**src/hw/rtl/tsbq_pkg.sv**
```systemverilog
// Shared types and constants for the SYN backlog queue.
`default_nettype none

package tsbq_pkg;

    // Operation codes carried on s_tuser
    localparam logic OP_ARRIVE = 1'b0;
    localparam logic OP_TAKE   = 1'b1;

    // SYN bit position in the TCP flag byte
    localparam int SYN_BIT_POS = 1;

    // Input word layout (s_tdata)
    localparam int IN_FLAGS_LSB = 0;
    localparam int IN_PORT_LSB  = 8;
    localparam int IN_ADDR_LSB  = 24;
    localparam int IN_SEQ_LSB   = 56;
    localparam int IN_MSSP_LSB  = 88;
    localparam int IN_MSS_LSB   = 89;
    localparam int IN_TDATA_W   = 112;

    // Output word layout (m_tdata)
    localparam int OUT_ACC_LSB  = 0;
    localparam int OUT_STO_LSB  = 1;
    localparam int OUT_FND_LSB  = 2;
    localparam int OUT_PORT_LSB = 3;
    localparam int OUT_ADDR_LSB = 19;
    localparam int OUT_RCV_LSB  = 51;
    localparam int OUT_MSS_LSB  = 83;
    localparam int OUT_TDATA_W  = 104;

    // Slot word layout in the slot memory: {port, addr, rcv_next, mss}
    localparam int SLOT_MSS_LSB  = 0;
    localparam int SLOT_RCV_LSB  = 16;
    localparam int SLOT_ADDR_LSB = 48;
    localparam int SLOT_PORT_LSB = 80;
    localparam int SLOT_W        = 96;

    // Sequencer states
    typedef enum logic [1:0] {
        ST_IDLE,
        ST_SCAN,
        ST_READ,
        ST_RESP
    } state_t;

    // Controls from the sequencer to the datapath
    typedef struct packed {
        logic mem_we;
        logic mem_re;
        logic res_load;
        logic accepted;
        logic stored;
        logic found;
    } ctl_t;

endpackage

`default_nettype wire

```
**src/hw/rtl/tsbq_slot_ram.sv**
```systemverilog
// Slot memory: one write port, one registered read port.
`default_nettype none

module tsbq_slot_ram #(
    parameter int DEPTH = 4,
    parameter int IDX_W = 2,
    parameter int WIDTH = 96
) (
    input  wire logic             aclk,
    input  wire logic             we,
    input  wire logic [IDX_W-1:0] waddr,
    input  wire logic [WIDTH-1:0] wdata,
    input  wire logic             re,
    input  wire logic [IDX_W-1:0] raddr,
    output logic      [WIDTH-1:0] rdata
);

    logic [WIDTH-1:0] mem [DEPTH];
    logic [WIDTH-1:0] rdata_reg;

    // write port
    always_ff @(posedge aclk) begin
        if (we) begin
            mem[waddr] <= wdata;
        end
    end

    // registered read port
    always_ff @(posedge aclk) begin
        if (re) begin
            rdata_reg <= mem[raddr];
        end
    end

    assign rdata = rdata_reg;

endmodule

`default_nettype wire

```
**src/hw/rtl/tsbq_seq.sv**
```systemverilog
// Sequencer: occupancy bits, write pointer and the one-slot-per-cycle scan.
`default_nettype none

module tsbq_seq #(
    parameter int DEPTH = 4,
    parameter int IDX_W = 2
) (
    input  wire logic             aclk,
    input  wire logic             aresetn,
    input  wire logic             in_valid,
    output logic                  in_ready,
    input  wire logic             in_op,
    input  wire logic             in_syn,
    input  wire logic             in_port_nz,
    input  wire logic             out_free,
    output logic      [IDX_W-1:0] wr_idx,
    output logic      [IDX_W-1:0] rd_idx,
    output tsbq_pkg::ctl_t        ctl
);

    localparam logic [IDX_W-1:0] LAST_IDX = IDX_W'(DEPTH - 1);

    tsbq_pkg::state_t state_reg, state_next;
    logic [IDX_W-1:0] wp_reg, wp_next;
    logic [IDX_W-1:0] idx_reg, idx_next;
    logic [IDX_W-1:0] cnt_reg, cnt_next;
    logic [DEPTH-1:0] valid_reg, valid_next;
    logic             accepted_reg, accepted_next;
    logic             stored_reg, stored_next;
    logic             found_reg, found_next;
    logic [IDX_W-1:0] wp_inc;
    logic [IDX_W-1:0] idx_inc;

    // circular incrementers for the write pointer and the scan index
    assign wp_inc  = (wp_reg == LAST_IDX) ? '0 : wp_reg + 1'b1;
    assign idx_inc = (idx_reg == LAST_IDX) ? '0 : idx_reg + 1'b1;

    // state and control registers
    always_ff @(posedge aclk) begin
        if (!aresetn) begin
            state_reg    <= tsbq_pkg::ST_IDLE;
            wp_reg       <= '0;
            idx_reg      <= '0;
            cnt_reg      <= '0;
            valid_reg    <= '0;
            accepted_reg <= 1'b0;
            stored_reg   <= 1'b0;
            found_reg    <= 1'b0;
        end else begin
            state_reg    <= state_next;
            wp_reg       <= wp_next;
            idx_reg      <= idx_next;
            cnt_reg      <= cnt_next;
            valid_reg    <= valid_next;
            accepted_reg <= accepted_next;
            stored_reg   <= stored_next;
            found_reg    <= found_next;
        end
    end

    // next state and outputs
    always_comb begin
        state_next    = state_reg;
        wp_next       = wp_reg;
        idx_next      = idx_reg;
        cnt_next      = cnt_reg;
        valid_next    = valid_reg;
        accepted_next = accepted_reg;
        stored_next   = stored_reg;
        found_next    = found_reg;
        in_ready      = 1'b0;
        ctl           = '0;

        unique case (state_reg)
            tsbq_pkg::ST_IDLE: begin
                // not ready while reset is held
                in_ready = aresetn;
                if (in_valid && aresetn) begin
                    accepted_next = 1'b0;
                    stored_next   = 1'b0;
                    found_next    = 1'b0;
                    if (in_op == tsbq_pkg::OP_ARRIVE) begin
                        // arrival: store into the slot at the write pointer if free
                        state_next = tsbq_pkg::ST_RESP;
                        if (in_syn && in_port_nz) begin
                            accepted_next = 1'b1;
                            if (!valid_reg[wp_reg]) begin
                                ctl.mem_we         = 1'b1;
                                valid_next[wp_reg] = 1'b1;
                                wp_next            = wp_inc;
                                stored_next        = 1'b1;
                            end
                        end
                    end else begin
                        // take: scan starts one past the write pointer
                        idx_next   = wp_inc;
                        cnt_next   = '0;
                        state_next = tsbq_pkg::ST_SCAN;
                    end
                end
            end
            tsbq_pkg::ST_SCAN: begin
                if (valid_reg[idx_reg]) begin
                    ctl.mem_re          = 1'b1;
                    valid_next[idx_reg] = 1'b0;
                    found_next          = 1'b1;
                    state_next          = tsbq_pkg::ST_READ;
                end else if (cnt_reg == LAST_IDX) begin
                    state_next = tsbq_pkg::ST_RESP;
                end else begin
                    idx_next = idx_inc;
                    cnt_next = cnt_reg + 1'b1;
                end
            end
            tsbq_pkg::ST_READ: begin
                state_next = tsbq_pkg::ST_RESP;
            end
            tsbq_pkg::ST_RESP: begin
                if (out_free) begin
                    ctl.res_load = 1'b1;
                    state_next   = tsbq_pkg::ST_IDLE;
                end
            end
            default: begin
                state_next = tsbq_pkg::ST_IDLE;
            end
        endcase

        ctl.accepted = accepted_reg;
        ctl.stored   = stored_reg;
        ctl.found    = found_reg;
    end

    assign wr_idx = wp_reg;
    assign rd_idx = idx_reg;

endmodule

`default_nettype wire

```
**src/hw/rtl/tcp_syn_backlog_queue.sv**
```systemverilog
// Top level of the TCP SYN backlog queue: slot store, sequencer, result register.
//
//  channel | ports           | word
//  --------+-----------------+------------------------------------------------
//  input   | s_tvalid/tready | tuser: op; tdata: arrival fields
//  result  | m_tvalid/tready | tdata: accepted, stored, found, returned entry
//
//  An arrival goes from acceptance straight to loading the result. A take runs
//  a scan in which the sequencer tests one occupancy bit per cycle around the
//  ring, then reads the slot memory and loads the result.
//  Reset empties all slots and zeroes the write pointer; slot data is not cleared.
//  A result waits in the output register while m_tready is low; the next word
//  is accepted meanwhile and its result waits until the register frees.
`default_nettype none

module tcp_syn_backlog_queue #(
    parameter int QUEUE_DEPTH = 4
) (
    input  wire logic                               aclk,
    input  wire logic                               aresetn,
    input  wire logic                               s_tvalid,
    output logic                                    s_tready,
    // op
    input  wire logic [0:0]                         s_tuser,
    // tcp_flags, peer_port, peer_addr, seq_number, mss_present, mss_value
    input  wire logic [tsbq_pkg::IN_TDATA_W-1:0]    s_tdata,
    output logic                                    m_tvalid,
    input  wire logic                               m_tready,
    // accepted, stored, found, out_port, out_addr, out_rcv_next, out_mss
    output logic      [tsbq_pkg::OUT_TDATA_W-1:0]   m_tdata
);

    localparam int IDX_W = (QUEUE_DEPTH > 1) ? $clog2(QUEUE_DEPTH) : 1;

    tsbq_pkg::ctl_t                      ctl;
    logic [IDX_W-1:0]                    wr_idx;
    logic [IDX_W-1:0]                    rd_idx;
    logic [tsbq_pkg::SLOT_W-1:0]         slot_wdata;
    logic [tsbq_pkg::SLOT_W-1:0]         slot_rdata;
    logic [15:0]                         in_port;
    logic [31:0]                         in_addr;
    logic [31:0]                         in_seq;
    logic                                in_mss_present;
    logic [15:0]                         in_mss;
    logic [7:0]                          in_flags;
    logic                                out_free;
    logic                                m_tvalid_reg;
    logic [tsbq_pkg::OUT_TDATA_W-1:0]    m_tdata_reg;
    logic [tsbq_pkg::OUT_TDATA_W-1:0]    m_tdata_next;

    // input field unpack
    assign in_flags       = s_tdata[tsbq_pkg::IN_FLAGS_LSB +: 8];
    assign in_port        = s_tdata[tsbq_pkg::IN_PORT_LSB +: 16];
    assign in_addr        = s_tdata[tsbq_pkg::IN_ADDR_LSB +: 32];
    assign in_seq         = s_tdata[tsbq_pkg::IN_SEQ_LSB +: 32];
    assign in_mss_present = s_tdata[tsbq_pkg::IN_MSSP_LSB];
    assign in_mss         = s_tdata[tsbq_pkg::IN_MSS_LSB +: 16];

    // slot word: rcv_next is seq + 1, MSS zero when the option is absent
    assign slot_wdata = {in_port, in_addr, in_seq + 32'd1,
                         (in_mss_present ? in_mss : 16'd0)};

    assign out_free = !m_tvalid_reg || m_tready;

    tsbq_seq #(
        .DEPTH (QUEUE_DEPTH),
        .IDX_W (IDX_W)
    ) u_seq (
        .aclk       (aclk),
        .aresetn    (aresetn),
        .in_valid   (s_tvalid),
        .in_ready   (s_tready),
        .in_op      (s_tuser[0]),
        .in_syn     (in_flags[tsbq_pkg::SYN_BIT_POS]),
        .in_port_nz (in_port != 16'd0),
        .out_free   (out_free),
        .wr_idx     (wr_idx),
        .rd_idx     (rd_idx),
        .ctl        (ctl)
    );

    tsbq_slot_ram #(
        .DEPTH (QUEUE_DEPTH),
        .IDX_W (IDX_W),
        .WIDTH (tsbq_pkg::SLOT_W)
    ) u_ram (
        .aclk  (aclk),
        .we    (ctl.mem_we),
        .waddr (wr_idx),
        .wdata (slot_wdata),
        .re    (ctl.mem_re),
        .raddr (rd_idx),
        .rdata (slot_rdata)
    );

    // result word: returned entry only when a slot was found
    always_comb begin
        m_tdata_next = '0;
        m_tdata_next[tsbq_pkg::OUT_ACC_LSB] = ctl.accepted;
        m_tdata_next[tsbq_pkg::OUT_STO_LSB] = ctl.stored;
        m_tdata_next[tsbq_pkg::OUT_FND_LSB] = ctl.found;
        if (ctl.found) begin
            m_tdata_next[tsbq_pkg::OUT_PORT_LSB +: 16] =
                slot_rdata[tsbq_pkg::SLOT_PORT_LSB +: 16];
            m_tdata_next[tsbq_pkg::OUT_ADDR_LSB +: 32] =
                slot_rdata[tsbq_pkg::SLOT_ADDR_LSB +: 32];
            m_tdata_next[tsbq_pkg::OUT_RCV_LSB +: 32] =
                slot_rdata[tsbq_pkg::SLOT_RCV_LSB +: 32];
            m_tdata_next[tsbq_pkg::OUT_MSS_LSB +: 16] =
                slot_rdata[tsbq_pkg::SLOT_MSS_LSB +: 16];
        end
    end

    // output valid
    always_ff @(posedge aclk) begin
        if (!aresetn) begin
            m_tvalid_reg <= 1'b0;
        end else if (ctl.res_load) begin
            m_tvalid_reg <= 1'b1;
        end else if (m_tready) begin
            m_tvalid_reg <= 1'b0;
        end
    end

    // output payload
    always_ff @(posedge aclk) begin
        if (ctl.res_load) begin
            m_tdata_reg <= m_tdata_next;
        end
    end

    assign m_tvalid = m_tvalid_reg;
    assign m_tdata  = m_tdata_reg;

endmodule

`default_nettype wire

```
**config.mk**
```make
export PLATFORM = sky130hd
export DESIGN_NAME = tcp_syn_backlog_queue
export DESIGN_NICKNAME = d
export VERILOG_FILES = /design/src/hw/rtl/tsbq_pkg.sv /design/src/hw/rtl/tsbq_slot_ram.sv /design/src/hw/rtl/tsbq_seq.sv /design/src/hw/rtl/tcp_syn_backlog_queue.sv
export SDC_FILE = /design/constraint.sdc
export NUM_CORES = 1
export LEC_CHECK = 0
export BUFFER_PORTS_ARGS = -buffer_cell sky130_fd_sc_hd__buf_2
export CORE_ASPECT_RATIO = 1.4
export CORE_MARGIN = 2
export CORE_UTILIZATION = 45
export CTS_CLUSTER_SIZE = 16
export DETAILED_ROUTE_END_ITERATION = 10
export PLACE_DENSITY = 0.74
export SETUP_SLACK_MARGIN = 0.1
export SLEW_MARGIN = 20
export SYNTH_ARGS = -nofsm -noshare
export SYNTH_HDL_FRONTEND = slang
export SYNTH_SLANG_ARGS = --single-unit
```
**constraint.sdc**
```tcl
create_clock -name aclk -period 7.31 [get_ports aclk]
set_clock_uncertainty 0.1 [all_clocks]
set_input_delay 1.462 -clock aclk [delete_from_list [all_inputs] [get_ports aclk]]
set_output_delay 1.462 -clock aclk [all_outputs]
set_load 0.02 [all_outputs]
```
==> impl_metrics.json <==
{
  "path_delay_family": "simple AND/OR/NAND/NOR gates",
  "netlist-cell-type-count": 52,
  "hold_viol_final": 0,
  "numCtsBuffers": 53,
  "vias": 10300,
  "path_buf_inv": 2,
  "initialDrtViolationCount": 668,
  "worst_r2r_path_depth": 4,
  "outcome": "completed",
  "largest_reg_flops": 384,
  "final_max_slew_viol_count": 0,
  "die_w_microns": 192,
  "die_h_microns": 267,
  "post-cts-setup-buffer-count": 0,
  "grt_pass1_wl_microns": 63600,
  "path_cells": "buf_2 -> nand2_1 -> nor3b_2 -> and3_4 -> buf_4",
  "cts_resized": 0,
  "ff2ff_setup_slack_ns": 3.63,
  "synth.avg_cell_area_sq_um": 21.3,
  "synthArstFlopShare_pct": 0,
  "hpwl_microns": 24200,
  "drv_cap": 0,
  "pwr_density_cell_nw_per_um2": 293,
  "synth_edf_count": 579,
  "root_buffer": "clkbuf_16",
  "crit_start": "aresetn",
  "clk_pin_slew_ns": 0.06,
  "nNetsFinal": 1401,
  "worstPathRequired_ns": 7.40,
  "finalPower_w": 0.00749,
  "start_util_pct": 45.4,
  "die_area_sq_um": 51100,
  "netlist_area_sq_um": 22200,
  "critPathKind": "input port to register",
  "clock_latency_ns": 0.58,
  "ys_seq_area_share_pct": 79.8,
  "synthToLayoutAreaGrowth_pct": 15.3,
  "hold_path_startpoint": "u_seq.accepted_reg",
  "p_leak_nw": 8.52,
  "r2r-end": "u_ram.mem[0][36]",
  "postCtsHoldBufs": 0,
  "crit_fanout": 64,
  "grt_start_max_net_pins": 100,
  "critPathCaptureType": "register",
  "place_congestion": 0.765,
  "worst_setup_path_start_kind": "input port",
  "rows": 96,
  "cts_tree": "built",
  "drt_wl_total_microns": 41400,
  "fin_tns_setup_ns": 0,
  "synthCells": 1042,
  "min_to": "m_tdata[0]",
  "tightest_slew_ns": 1.06,
  "whs_path_depth": 0,
  "detail_route.vias_per_cell": 5.28,
  "holdWs_ns": 0.336,
  "antenna_found_initial": 7,
  "pin_count": 223,
  "wl_per_cell_microns": 21.2,
  "grt_pass1_vias": 10800,
  "r2r_start": "u_seq.wr_idx[0]",
  "ys.flop_type": "edfxtp_1",
  "critPathArrivalTime_ns": 3.98,
  "setup_violations": 0,
  "synth-seq-cells": 595,
  "io_buffer_count": 203,
  "max_freq_mhz": 257,
  "gr-usage-all-layers_pct": 16.5,
  "fin_crit_sh_pct": 53.3,
  "rsz0062_at_grt": "no",
  "drive_gt1_share_pct": 30.8,
  "max_slew_margin_pct": 29.1,
  "ys_warn_count": 0,
  "ir_worst_vdd_mv": 0.201,
  "htree_levels": 2,
  "worstHoldPathType": "register to register",
  "drt-pass1-iter-count": 6,
  "cp_slowest_cell": "buf_4",
  "core_area_sq_um": 48900,
  "ant_nets": 0,
  "overflow": 0,
  "drc": 0,
  "max_stage_delay_ns": 0.82,
  "period_minus_slack_ns": 3.89,
  "clockBufferDepth": 3,
  "cts_sinks": 595
}
## metal layers
| layer | share of wire [%] | wire, microns | global-route usage, % | vias up |
|---|---|---|---|---|
| met5 | 0.12 | 50 | 0 | - |
| met4 | 2.6 | 1090 | 5.24 | 8 |
| met3 | 4.4 | 1810 | 2.70 | 90 |
| met2 | 53 | 21900 | 29.3 | 266 |
| met1 | 40 | 16500 | 20.5 | 5312 |
| li1 | - | - | - | 4630 |
## stage by stage
stage          util [%]  cells  instance area (sq um)  setup WS (ns)
4_1_cts            52.3   1950                  25600           3.42
6_report           52.4   1952                  25600           3.42
5_1_grt            52.4   1952                  25600           3.25
3_5_place_dp       49.0   1853                  23900           2.81
3_3_place_gp       49.0   1853                  23900           2.85
2_1_floorplan         -   1046                  22200          0.727
## worst register-to-register path, stage by stage, from the launching register on
cell and delay (ns):
dfxtp_1 0.45, mux4_2 0.60, nor3b_2 0.54, and3_4 0.64, buf_4 0.82
## cells in the final DEF (no fill, tap or decap), types with 4 or more instances in the layout
| cell | netlist | routed |
|---|---|---|
| xor2_1 | 15 | 15 |
| bufinv_16 | 0 | 4 |
| nor2_1 | 12 | 12 |
| edfxtp_1 | 579 | 579 |
| and3_4 | 0 | 4 |
| a32oi_1 | 4 | 4 |
| mux4_2 | 98 | 98 |
| and4_1 | 4 | 4 |
| inv_1 | 12 | 11 |
| and2_1 | 114 | 114 |
| or4_1 | 6 | 6 |
| nand3_1 | 18 | 18 |
| dfxtp_1 | 16 | 13 |
| nor3_1 | 6 | 6 |
| xnor2_1 | 15 | 15 |
| buf_4 | 5 | 11 |
| buf_2 | 14 | 203 |
| clkinv_2 | 0 | 7 |
| nand4_1 | 11 | 11 |
| clkbuf_1 | 22 | 14 |
| clkbuf_16 | 0 | 55 |
| a21oi_1 | 7 | 7 |
| conb_1 | 1 | 5 |
| clkinv_1 | 1 | 16 |
| ha_1 | 13 | 13 |
| nand2_1 | 22 | 22 |
## layout make-up
class | instances | area [sq um]
fill | 3840 | 23300
sequential | 595 | 17700
multi-input combinational | 394 | 4270
clock buffer | 69 | 1430
timing repair buffer | 214 | 1100
tap | 637 | 797
clock inverter | 28 | 229
inverter | 13 | 51.3
antenna | 2 | 5.00
## where the power goes
group / switching [W] / internal, W
Combinational: 0.000422 / 0.000404
Sequential: 0.0000941 / 0.00390
Clock: 0.00116 / 0.00151
Total: 0.00167 / 0.00582
## synthesized netlist by cell type (7+ instances only)
library cell  number  area [sq um]
buf_2             14          70.1
clkbuf_1          22          82.6
nand4_1           11          68.8
nand3_1           18          90.1
ha_1              13           163
dfxtp_1           16           320
edfxtp_1         579         17400
xor2_1            15           131
and2_1           114           713
nand2_1           22          82.6
nor2_1            12          45.0
a21oi_1            7          35.0
xnor2_1           15           131
inv_1             12          45.0
mux4_2            98          2210
## how the worst max path moves through the flow
stage          cells after the start                to
6_report                           5  u_ram.mem[0][36]
5_1_grt                            5  u_ram.mem[3][85]
4_1_cts                            5  u_ram.mem[3][30]
3_5_place_dp                       5  u_ram.mem[3][30]
3_3_place_gp                       5  u_ram.mem[3][30]
2_1_floorplan                      2        m_tdata[0]
## cells by family after synthesis
logic type,share of synthesized area (%)
and+or+nand+nor,6.11
other,0.0169
xor gates and xnor gates,1.18
adders and majority gates,0.733
muxes,10.1
DFF,79.8
buffers and inverters,1.16
AOI/OAI and AO/OA,0.908
Note: power is estimated with default switching activity, not from simulation.
